[src/hw/rtl/four_level_page_walk_translate_core_macros.svh]
// Assertion macros shared by the page walk RTL.
// No dependencies; included by files that carry concurrent checks.
`ifndef FOUR_LEVEL_PAGE_WALK_TRANSLATE_CORE_MACROS_SVH
`define FOUR_LEVEL_PAGE_WALK_TRANSLATE_CORE_MACROS_SVH

// antecedent implies consequent in the same cycle
`define FLTW_ASSERT_SAME(lbl, clk, rstn, ante, cons, msg) \
	lbl: assert property (@(posedge clk) disable iff (!(rstn)) (ante) |-> (cons)) else $error(msg);

// antecedent implies consequent in the next cycle
`define FLTW_ASSERT_NEXT(lbl, clk, rstn, ante, cons, msg) \
	lbl: assert property (@(posedge clk) disable iff (!(rstn)) (ante) |=> (cons)) else $error(msg);

`endif

[src/hw/rtl/fltw_pkg.sv]
// Package for the four-level page walker: widths, codes and item structs.
// No dependencies.
package fltw_pkg;

	localparam int unsigned ADDR_W              = 52;
	localparam int unsigned VA_W                = 48;
	localparam int unsigned ENTRY_W             = 64;
	localparam int unsigned IDX_W               = 9;
	localparam int unsigned PHYS_ADDR_BITS_DEF  = 52;

	localparam int unsigned PRESENT_POS = 0;
	localparam int unsigned PS_POS      = 7;   // 0x80 in the entry

	localparam logic REQ_TRANSLATE = 1'b0;
	localparam logic REQ_ENTRY     = 1'b1;

	localparam logic KIND_READ   = 1'b0;
	localparam logic KIND_RESULT = 1'b1;

	// level of the awaited entry
	localparam logic [1:0] LVL_L1 = 2'd0;
	localparam logic [1:0] LVL_L2 = 2'd1;
	localparam logic [1:0] LVL_L3 = 2'd2;
	localparam logic [1:0] LVL_L4 = 2'd3;

	typedef enum logic [2:0] {
		ST_OK        = 3'd0,
		ST_L4_ABSENT = 3'd1,
		ST_L3_ABSENT = 3'd2,
		ST_HUGE_PAGE = 3'd3,
		ST_L2_ABSENT = 3'd4,
		ST_L1_ABSENT = 3'd5
	} status_t;

	typedef struct packed {
		logic               req_type;
		logic [VA_W-1:0]    virt_addr;
		logic [ADDR_W-1:0]  root_table;
		logic [ENTRY_W-1:0] entry_data;
	} item_t;

	typedef struct packed {
		logic              out_kind;
		logic [ADDR_W-1:0] read_addr;
		logic [ADDR_W-1:0] phys_addr;
		status_t           status;
		logic              large_page;
	} result_t;

	typedef struct packed {
		logic            busy;
		logic [1:0]      level;
		logic [VA_W-1:0] held_va;
	} walk_state_t;

endpackage

[src/hw/rtl/fltw_step.sv]
// One walk step: from the registered item and the walk state, the result and next state.
// Depends on fltw_pkg.
module fltw_step #(
	parameter int unsigned PHYS_ADDR_BITS = fltw_pkg::PHYS_ADDR_BITS_DEF
) (
	input  fltw_pkg::item_t       item,
	input  fltw_pkg::walk_state_t state,
	output fltw_pkg::result_t     result,
	output logic                  has_result,
	output fltw_pkg::walk_state_t state_next
);
	import fltw_pkg::*;

	localparam logic [ADDR_W-1:0] PA_MASK  = (ADDR_W'(1) << PHYS_ADDR_BITS) - ADDR_W'(1);
	localparam logic [ADDR_W-1:0] F4K_MASK = PA_MASK & ~ADDR_W'(12'hFFF);
	localparam logic [ADDR_W-1:0] F2M_MASK = PA_MASK & ~ADDR_W'(21'h1FFFFF);

	function automatic logic [IDX_W-1:0] table_idx(logic [VA_W-1:0] va, logic [1:0] lvl);
		logic [IDX_W-1:0] idx;
		case (lvl)
			LVL_L4:  idx = va[47:39];
			LVL_L3:  idx = va[38:30];
			LVL_L2:  idx = va[29:21];
			default: idx = va[20:12];
		endcase
		return idx;
	endfunction

	logic [ADDR_W-1:0] entry_base;
	logic [ADDR_W-1:0] root_base;
	logic [1:0]        lvl_dec;
	logic              present;
	logic              ps_flag;
	status_t           absent_code;

	// table bases are 4 KiB aligned, so base + idx*8 is a plain bit merge
	assign entry_base = item.entry_data[ADDR_W-1:0] & F4K_MASK;
	assign root_base  = item.root_table & F4K_MASK;
	assign lvl_dec    = state.level - 2'd1;
	assign present    = item.entry_data[PRESENT_POS];
	assign ps_flag    = item.entry_data[PS_POS];

	always_comb begin
		case (state.level)
			LVL_L4:  absent_code = ST_L4_ABSENT;
			LVL_L3:  absent_code = ST_L3_ABSENT;
			LVL_L2:  absent_code = ST_L2_ABSENT;
			default: absent_code = ST_L1_ABSENT;
		endcase
	end

	always_comb begin
		result      = '0;
		result.status = ST_OK;
		has_result  = 1'b1;
		state_next  = state;
		if (item.req_type == REQ_TRANSLATE) begin
			// new walk, abandons any walk in progress
			state_next.busy    = 1'b1;
			state_next.level   = LVL_L4;
			state_next.held_va = item.virt_addr;
			result.out_kind    = KIND_READ;
			result.read_addr   = root_base
				| {{(ADDR_W-IDX_W-3){1'b0}}, table_idx(item.virt_addr, LVL_L4), 3'b000};
		end else if (!state.busy) begin
			has_result = 1'b0;
		end else if (!present) begin
			state_next.busy  = 1'b0;
			state_next.level = LVL_L1;
			result.out_kind  = KIND_RESULT;
			result.status    = absent_code;
		end else if (state.level == LVL_L3 && ps_flag) begin
			state_next.busy  = 1'b0;
			state_next.level = LVL_L1;
			result.out_kind  = KIND_RESULT;
			result.status    = ST_HUGE_PAGE;
		end else if (state.level == LVL_L2 && ps_flag) begin
			state_next.busy   = 1'b0;
			state_next.level  = LVL_L1;
			result.out_kind   = KIND_RESULT;
			result.large_page = 1'b1;
			result.phys_addr  = (item.entry_data[ADDR_W-1:0] & F2M_MASK)
				| {{(ADDR_W-21){1'b0}}, state.held_va[20:0]};
		end else if (state.level == LVL_L1) begin
			state_next.busy  = 1'b0;
			state_next.level = LVL_L1;
			result.out_kind  = KIND_RESULT;
			result.phys_addr = entry_base | {{(ADDR_W-12){1'b0}}, state.held_va[11:0]};
		end else begin
			state_next.level = lvl_dec;
			result.out_kind  = KIND_READ;
			result.read_addr = entry_base
				| {{(ADDR_W-IDX_W-3){1'b0}}, table_idx(state.held_va, lvl_dec), 3'b000};
		end
	end

endmodule

[src/hw/rtl/four_level_page_walk_translate_core.sv]
// Four-level page walker: an input stage, the walk state, the step logic and a result register.
// Use: a translate request (tuser = 0) carries the virtual address and root table value;
// the core answers with a read request for the level-4 entry. Each returned entry
// (tuser = 1) produces either the read request for the next level or a final result
// (m_tuser = 1) with the physical address or a failure status. A new translate
// request abandons a walk in progress; an entry arriving while no walk is active is
// dropped and produces nothing.
// An accepted request is registered in the input stage and then in the result register.
// Throughput: one request per cycle while the receiver does not stall; the only loop is the
// walk state register, updated by mask and merge logic as each request leaves the input stage.
// When the receiver stalls, the result register holds and the input stage takes one
// more request behind it; then s_tready drops until m_tready returns.
// Reset (arst_n low) empties both stages and leaves the walker idle.
// Depends on fltw_pkg, fltw_step and four_level_page_walk_translate_core_macros.svh.
module four_level_page_walk_translate_core #(
	parameter int unsigned PHYS_ADDR_BITS = fltw_pkg::PHYS_ADDR_BITS_DEF
) (
	input  logic         clk,
	input  logic         arst_n,
	input  logic         s_tvalid,
	output logic         s_tready,
	input  logic [167:0] s_tdata,   // virt_addr[47:0], root_table[99:48], entry_data[163:100]
	input  logic [0:0]   s_tuser,   // req_type
	output logic         m_tvalid,
	input  logic         m_tready,
	output logic [111:0] m_tdata,   // read_addr[51:0], phys_addr[103:52], status[106:104],
	                                // large_page[107]
	output logic [0:0]   m_tuser    // out_kind
);
	import fltw_pkg::*;
	`include "four_level_page_walk_translate_core_macros.svh"

	item_t       item_s1;
	logic        valid_s1;
	walk_state_t walk_q;
	walk_state_t walk_next;
	result_t     res;
	logic        has_res;
	result_t     out_q;
	logic        out_valid_q;
	logic        out_free;
	logic        adv_s1;

	fltw_step #(
		.PHYS_ADDR_BITS(PHYS_ADDR_BITS)
	) u_step (
		.item      (item_s1),
		.state     (walk_q),
		.result    (res),
		.has_result(has_res),
		.state_next(walk_next)
	);

	assign out_free = !out_valid_q || m_tready;
	assign adv_s1   = valid_s1 && (!has_res || out_free);
	assign s_tready = !valid_s1 || adv_s1;

	always_ff @(posedge clk or negedge arst_n) begin
		if (!arst_n) begin
			valid_s1    <= 1'b0;
			out_valid_q <= 1'b0;
			walk_q      <= '0;
		end else begin
			if (s_tready) begin
				valid_s1 <= s_tvalid;
			end
			if (adv_s1) begin
				walk_q <= walk_next;
			end
			if (adv_s1 && has_res) begin
				out_valid_q <= 1'b1;
			end else if (m_tready) begin
				out_valid_q <= 1'b0;
			end
		end
	end

	always_ff @(posedge clk) begin
		if (s_tready && s_tvalid) begin
			item_s1.req_type   <= s_tuser[0];
			item_s1.virt_addr  <= s_tdata[47:0];
			item_s1.root_table <= s_tdata[99:48];
			item_s1.entry_data <= s_tdata[163:100];
		end
		if (adv_s1 && has_res) begin
			out_q <= res;
		end
	end

	assign m_tvalid   = out_valid_q;
	assign m_tuser[0] = out_q.out_kind;
	assign m_tdata    = {4'b0000, out_q.large_page, out_q.status, out_q.phys_addr,
		out_q.read_addr};

	`FLTW_ASSERT_SAME(a_idle_level, clk, arst_n, !walk_q.busy, walk_q.level == LVL_L1, "idle walker with nonzero level")
	`FLTW_ASSERT_NEXT(a_final_idles, clk, arst_n, adv_s1 && has_res && res.out_kind == KIND_RESULT, !walk_q.busy, "walker still busy after final result")
	`FLTW_ASSERT_NEXT(a_read_busy, clk, arst_n, adv_s1 && has_res && res.out_kind == KIND_READ, walk_q.busy, "read request issued while walker idle")
	`FLTW_ASSERT_SAME(a_read_clean, clk, arst_n, out_valid_q && out_q.out_kind == KIND_READ, out_q.status == ST_OK && out_q.phys_addr == '0 && !out_q.large_page, "read request carries result fields")

endmodule

[config.mk]
export PLATFORM = sky130hd
export DESIGN_NAME = four_level_page_walk_translate_core
export DESIGN_NICKNAME = d
export VERILOG_FILES = /design/src/hw/rtl/fltw_pkg.sv /design/src/hw/rtl/fltw_step.sv /design/src/hw/rtl/four_level_page_walk_translate_core.sv
export VERILOG_INCLUDE_DIRS = /design/src /design/src/hw/rtl
export SDC_FILE = /design/constraint.sdc
export NUM_CORES = 1
export LEC_CHECK = 0
export BUFFER_PORTS_ARGS = -buffer_cell sky130_fd_sc_hd__buf_2
export CAP_MARGIN = 25
export CORE_ASPECT_RATIO = 1.2
export CORE_MARGIN = 2
export CORE_UTILIZATION = 55
export DETAILED_ROUTE_END_ITERATION = 12
export GPL_TIMING_DRIVEN = 1
export PLACE_DENSITY_LB_ADDON = 0.25
export SLEW_MARGIN = 10
export SYNTH_ARGS = -nofsm -noshare
export SYNTH_HDL_FRONTEND = slang
export SYNTH_HIERARCHICAL = 1
export SYNTH_SLANG_ARGS = --single-unit
[constraint.sdc]
create_clock -name clk -period 8.37 [get_ports clk]
set_input_delay 0.4185 -clock clk [delete_from_list [all_inputs] [get_ports clk]]
set_output_delay 0.4185 -clock clk [all_outputs]
set_load 0.01 [all_outputs]
==> implementation parameters, run 1 <==
Parameter                              Value

Run status
  Outcome    completed

GRT
  GR Util met1    0.292
  Overall track demand over capacity in global routing    0.222
  Vias in the first global route    roughly 7600
  Wire length of the first global-routing pass    approximately 41000 µm
  Remaining global-route overflow    0
  Number of antenna violations at the first check in global routing    2
  Met3 Resource Use GR    0.0348
  Grt peak-use layer    met2
  Largest net degree at the start of global routing    ~100
  Global Route met2 Usage    0.379

Critical path
  Critical R2R Launch    item_s1[164]
  R2r endpoint    item_s1[40]
  Element type at the critical path end    register
  Largest driver fanout on the critical path    78
  Register-to-register path setup slack    between 4 and 5 ns
  Worst R2R Path Depth    6
  Startpoint types    register
  Worst Path Required    8.53 ns
  Setup Crit Path Kind    reg2reg
  Arrival time reported for the critical path endpoint    3.81 ns

Pwr
  Ratio of total power to cell area    approximately 280 mW/mm²
  Sw Share    0.286
  Clk network pwr share    0.311
  Fraction of power consumed by combinational cells    0.194
  Reg power frac    0.495
  Leakage power figure    a little under 6 nW
  Peak supply drop    ~0.20 mV
  Total power draw    4.06 mW
  Internal Dissipation    2.90 mW
  Switching power    about 1.2 mW

STA
  Worst slack on hold paths    between 0.02 and 0.03 ns
  Clock tree skew after final layout    0.0157 ns
  Setup repair after global routing missed its margin    false
  Total negative setup slack    0 ns
  Period Utilization, post-route    0.435
  Final number of max-transition violations    0
  Post-layout min period    ~3.6 ns
  Max-Slew Margin vs Limit    0.335
  Highest clock frequency the design can meet    between 200 and 300 MHz
  Final setup vio count    0
  Actual slew at the worst max-slew pin    around 1 ns
  Number of hold-slack violations in the final timing report    0

Detailed routing
  ANT nets after route    0
  Initial drt markers    approximately 580
  Vias per std cell    about 5.6
  Count of unresolved DRC violations after routing    0
  DR vias    a little under 8000
  WL final    27200 µm
  Wire length per cell after detailed routing    just under 20 µm
  Iteration count of the initial detailed-routing pass    5

Logic synthesis
  Synth warnings    6
  Post-synthesis instance total    between 800 and 900
  Mean instance size in the synthesized netlist    between 10 and 15 µm²
  Netlist Area Pre-Place    ~0.012 mm²

Final layout
  Final standard cell area without fillers    0.0147 mm²
  Area grow syn2layout    17.9%
  Filler instances    about 1600
  Layout net count    about 1300
  Ratio of cells with drive above 1 in the final layout    0.357

Hold path
  Min-Delay Path Class    in2async

Clock tree
  Number of buffers inserted by post-CTS setup repair    0
  Hold-fix buffer count after cts    0
  Clock latency reported for the late side of the worst-skew pair    ~0.54 ns
  Number of gates resized after CTS    0
  Clock Root Buffer    clkbuf_16
  Total number of H-tree levels    1
  Number of sinks driven by the clock tree    between 200 and 300
  Clock-pin slew on the worst setup and hold paths    roughly 0.06 ns
  Maximum buffer depth of the clock tree    3
  CTS Buf Count    28
  TritonCTS clock tree    built

Die
  Floorplan row count    60
  Area enclosed by the die boundary    around 0.024 mm²
  Total core area    about 0.022 mm²
  Die extent in y    approximately 170 µm
  Initial Util    0.558
  Width of the die    about 140 µm
  I/O pins    ~290

Place
  Buffers on Ports    between 200 and 250
  Standard cell area after detailed placement    around 0.014 mm²
  Detailed-placement wirelength estimate    approximately 17000 µm
  Routability cong.    0.810

Job
  Maximum capacitance violations    0
layer usage:
| metal | part of all wire | up-vias |
|---|---|---|
| met5 | 0 | - |
| met4 | 0.023 | 0 |
| met3 | 0.072 | 35 |
| met2 | 0.50 | 308 |
| met1 | 0.40 | 3794 |
| li1 | - | 3620 |
metrics by stage:
step | setup WS [ns] | std cells | utilization
CTS | 4.68 | 1374 | 0.655
global route | 4.43 | 1378 | 0.657
finish | 4.73 | 1378 | 0.657
global placement | 4.75 | 1323 | 0.614
detailed placement | 4.70 | 1323 | 0.614
floorplan | 2.17 | 859 | -
power groups by stage:
stage / logic [mW] / registers, mW / clock network, mW
6_report: 0.788 / 2.01 / 1.26
5_1_grt: 0.869 / 2.03 / 1.35
4_1_cts: 0.774 / 2.02 / 1.29
3_5_place_dp: 0.769 / 2.05 / 0
3_3_place_gp: 0.750 / 2.03 / 0
2_1_floorplan: 0.540 / 2.04 / 0
area by class of cell:
cell class / instances / area [µm²] / area share
antenna: 2 / 5.00 / 0.000340
clock buffer: 34 / 723 / 0.0492
clock inverter: 17 / 195 / 0.0133
inverter: 15 / 56.3 / 0.00383
multi-input combinational: 480 / 3490 / 0.238
sequential: 293 / 8540 / 0.580
tap: 279 / 349 / 0.0237
timing repair buffer: 258 / 1350 / 0.0917
worst max-delay path by stage:
| stage | start | endpoint | slack (ns) |
|---|---|---|---|
| 3_3_place_gp | item_s1[164] | item_s1[33] | 4.75 |
| 2_1_floorplan | item_s1[164] | m_tdata[0] | 2.17 |
| 4_1_cts | item_s1[164] | item_s1[86] | 4.68 |
| 6_report | item_s1[164] | item_s1[40] | 4.73 |
| 3_5_place_dp | item_s1[164] | item_s1[33] | 4.70 |
| 5_1_grt | item_s1[164] | item_s1[97] | 4.43 |
placed cells by master (no fill, tap or decap), types with 3 or more instances in the layout:
cell	count
buf_2	245
edfxtp_1	240
nand2_1	104
nand2b_1	53
nand4b_1	53
dfrtp_1	51
o211ai_2	50
a22o_1	49
and2_1	32
clkbuf_16	28
mux2_2	27
nand3_1	14
inv_1	14
nor2_1	14
o21ai_0	13
a21oi_1	13
buf_4	11
nor2b_1	9
a211oi_1	9
o31ai_2	9
clkinv_1	8
conb_1	7
ha_1	7
clkbuf_1	6
bufinv_16	4
o211ai_1	3
registers in the layout, indices dropped and copies added (netlist names):
| name | cells |
|---|---|
| valid_s1 | 1 |
| item_s1 | 131 |
| walk_q | 51 |
| m_tvalid | 1 |
| m_tdata | 108 |
| m_tuser | 1 |
critical path: stages, from the launching register on:
cell and delay, ns:
edfxtp_1 0.32, buf_4 0.63, nand2b_2 0.08, buf_4 0.34, nand2_1 0.27, o21a_4 0.63
buf_4 0.88
No activity file was read; power rests on OpenSTA's default activity.
==> run 2: changes to the inputs <==
--- a/config.mk
+++ b/config.mk
@@ -6,11 +6,12 @@
 export SDC_FILE = /design/constraint.sdc
 export NUM_CORES = 1
 export LEC_CHECK = 0
+export ABC_AREA = 1
 export BUFFER_PORTS_ARGS = -buffer_cell sky130_fd_sc_hd__buf_2
 export CAP_MARGIN = 25
 export CORE_ASPECT_RATIO = 1.2
 export CORE_MARGIN = 2
-export CORE_UTILIZATION = 55
+export CORE_UTILIZATION = 54
 export DETAILED_ROUTE_END_ITERATION = 12
 export GPL_TIMING_DRIVEN = 1
 export PLACE_DENSITY_LB_ADDON = 0.25
==> constraint.sdc (replaced) <==
create_clock -name clk -period 3.4 [get_ports clk]
set_input_delay 0.17 -clock clk [delete_from_list [all_inputs] [get_ports clk]]
set_output_delay 0.17 -clock clk [all_outputs]
set_load 0.01 [all_outputs]
==> run 2 against run 1 <==
Clock power is 140% higher. Clock skew increased by 0.0047 ns. Highest routed layer unchanged. Largest power group unchanged. Synthesized cell count up 15%. Fmax up 47%. Global-route usage up 3.3 points. Worst setup slack worse by 3.8 ns. Sequential cell count stayed put. Critical path depth up 2. Count of clock-buffer cells in the layout is 5 higher.
==> implementation parameters, run 2 <==
Parameter                              Value

Detailed routing
  ANT nets after route    0
  Vias per std cell    approximately 5.2
  WL final    29400 µm
  Initial drt markers    just under 700
  Iteration count of the initial detailed-routing pass    5
  Count of unresolved DRC violations after routing    0
  Wire length per cell after detailed routing    17.8 µm
  DR vias    8656

STA
  Post-layout min period    roughly 2.5 ns
  Final number of max-transition violations    0
  Setup repair after global routing missed its margin    false
  Number of hold-slack violations in the final timing report    0
  Clock tree skew after final layout    a little over 0.02 ns
  Final setup vio count    0
  Period Utilization, post-route    0.729
  Actual slew at the worst max-slew pin    0.697 ns
  Max-Slew Margin vs Limit    0.534
  Highest clock frequency the design can meet    roughly 400 MHz

Clock tree
  Clock-pin slew on the worst setup and hold paths    around 0.060 ns
  Maximum buffer depth of the clock tree    3
  Total number of H-tree levels    1
  Number of sinks driven by the clock tree    293
  Clock Root Buffer    clkbuf_16
  TritonCTS clock tree    built
  Clock latency reported for the late side of the worst-skew pair    between 0.5 and 0.6 ns
  CTS Buf Count    28

Critical path
  Register-to-register path setup slack    around 0.92 ns
  Setup Crit Path Kind    reg2reg
  Critical path startpoint    walk_q[48]
  Critical R2R Launch    walk_q[48]
  Critical Path Sink    m_tdata[22]
  Element type at the critical path end    register
  Worst Path Required    3.77 ns
  Startpoint types    register
  Arrival time reported for the critical path endpoint    about 2.9 ns
  R2r endpoint    m_tdata[22]
  Largest driver fanout on the critical path    31
  Worst R2R Path Depth    8

Final layout
  Ratio of cells with drive above 1 in the final layout    0.232
  Commonest non-fill, non-tap cell in the layout    nand2_1
  Layout Cells excl Fill    about 1700
  Largest register by flop count    item_s1
  Layout net count    approximately 1500
  Area grow syn2layout    31.6%
  Final standard cell area without fillers    ~0.015 mm²
  Commonest non-fill, non-tap cells in the layout    nand2_1, buf_2, edfxtp_1
  Number of flip-flops in the largest register    roughly 130
  Core Util, Final    0.727

Place
  Standard cell area after detailed placement    0.0131 mm²
  Cell Count Post-Placement    ~1500
  Buffers on Ports    around 250
  Routability cong.    between 0.7 and 0.8
  Detailed-placement wirelength estimate    17400 µm

Run status
  Outcome    completed

GRT
  Wire length of the first global-routing pass    approximately 44000 µm
  Largest net degree at the start of global routing    52
  Remaining global-route overflow    0
  Number of antenna violations at the first check in global routing    2
  Overall track demand over capacity in global routing    0.255
  Vias in the first global route    roughly 8500

Die
  Die extent in y    between 150 and 200 µm
  Total core area    0.0210 mm²
  Initial Util    0.552
  Floorplan row count    58
  Area enclosed by the die boundary    roughly 0.023 mm²
  I/O pins    roughly 290
  Width of the die    around 140 µm

Pwr
  Ratio of total power to cell area    around 670 mW/mm²
  Leakage power figure    6.78 nW
  Peak supply drop    0.466 mV
  Total power draw    about 10 mW

Hold path
  Min-Delay Path Class    in2async

Logic synthesis
  Post-synthesis instance total    985
  Synth warnings    6
  Netlist Area Pre-Place    roughly 0.012 mm²
  Mean instance size in the synthesized netlist    between 10 and 15 µm²

Job
  Maximum capacitance violations    0
[run 2: critical path, stage by stage, from the launching register on]
cell	delay (ns)
dfrtp_1	0.43
inv_1	0.14
ha_1	0.39
nand2_2	0.20
nand2_2	0.10
nor2_2	0.43
nand2_1	0.09
buf_4	0.28
o21ai_1	0.23
[run 2: worst min path at each step]
stage                            end  slack [ns]  startpoint  cells after the start
after floorplan             m_tvalid       -0.13      arst_n                      0
after global placement    walk_q[45]        0.18      arst_n                      1
after detailed placement  walk_q[45]        0.18      arst_n                      1
after CTS                 walk_q[50]        0.15      arst_n                      2
after global routing      walk_q[50]        0.18      arst_n                      2
final                     walk_q[50]        0.15      arst_n                      2
[run 2: per-layer routing]
metal,GRT usage,vias to the layer above,share of wire
li1,-,4052,-
met1,0.311,4133,0.38
met2,0.450,399,0.51
met3,0.0387,72,0.074
met4,0.109,0,0.037
met5,0,-,0
[run 2: metrics by stage]
| stage | hold slack, ns | setup TNS (ns) | setup WS [ns] |
|---|---|---|---|
| after global placement | 0.178 | 0 | 1.12 |
| final | 0.154 | 0 | 0.922 |
| after global routing | 0.179 | 0 | 0.739 |
| after CTS | 0.153 | 0 | 1.06 |
| after floorplan | -0.126 | -8.87 | -0.0677 |
| after detailed placement | 0.183 | 0 | 1.05 |
[run 2: final cells by class]
class                           count  area, µm²
Clock inverter                     12        105
Clock buffer                       39        773
Timing Repair Buffer              393       2750
Fill cell                        1427       5750
Sequential cell                   293       8530
Inverter                           53        208
Tap cell                          270        338
Antenna cell                        3       7.51
Multi-Input combinational cell    587       2580
[run 2: what timing repair did]
action                    in CTS  in global routing
hold endpoints to repair     154                  0
buffers inserted               0                  0
gates resized for setup        0                  0
hold buffers                 134                  0
[run 2: power by group]
part           total (mW)  switching [mW]  internal (mW)
Clock                3.01            1.28           1.73
Combinational        2.25            1.50          0.753
Sequential           4.96           0.333           4.63
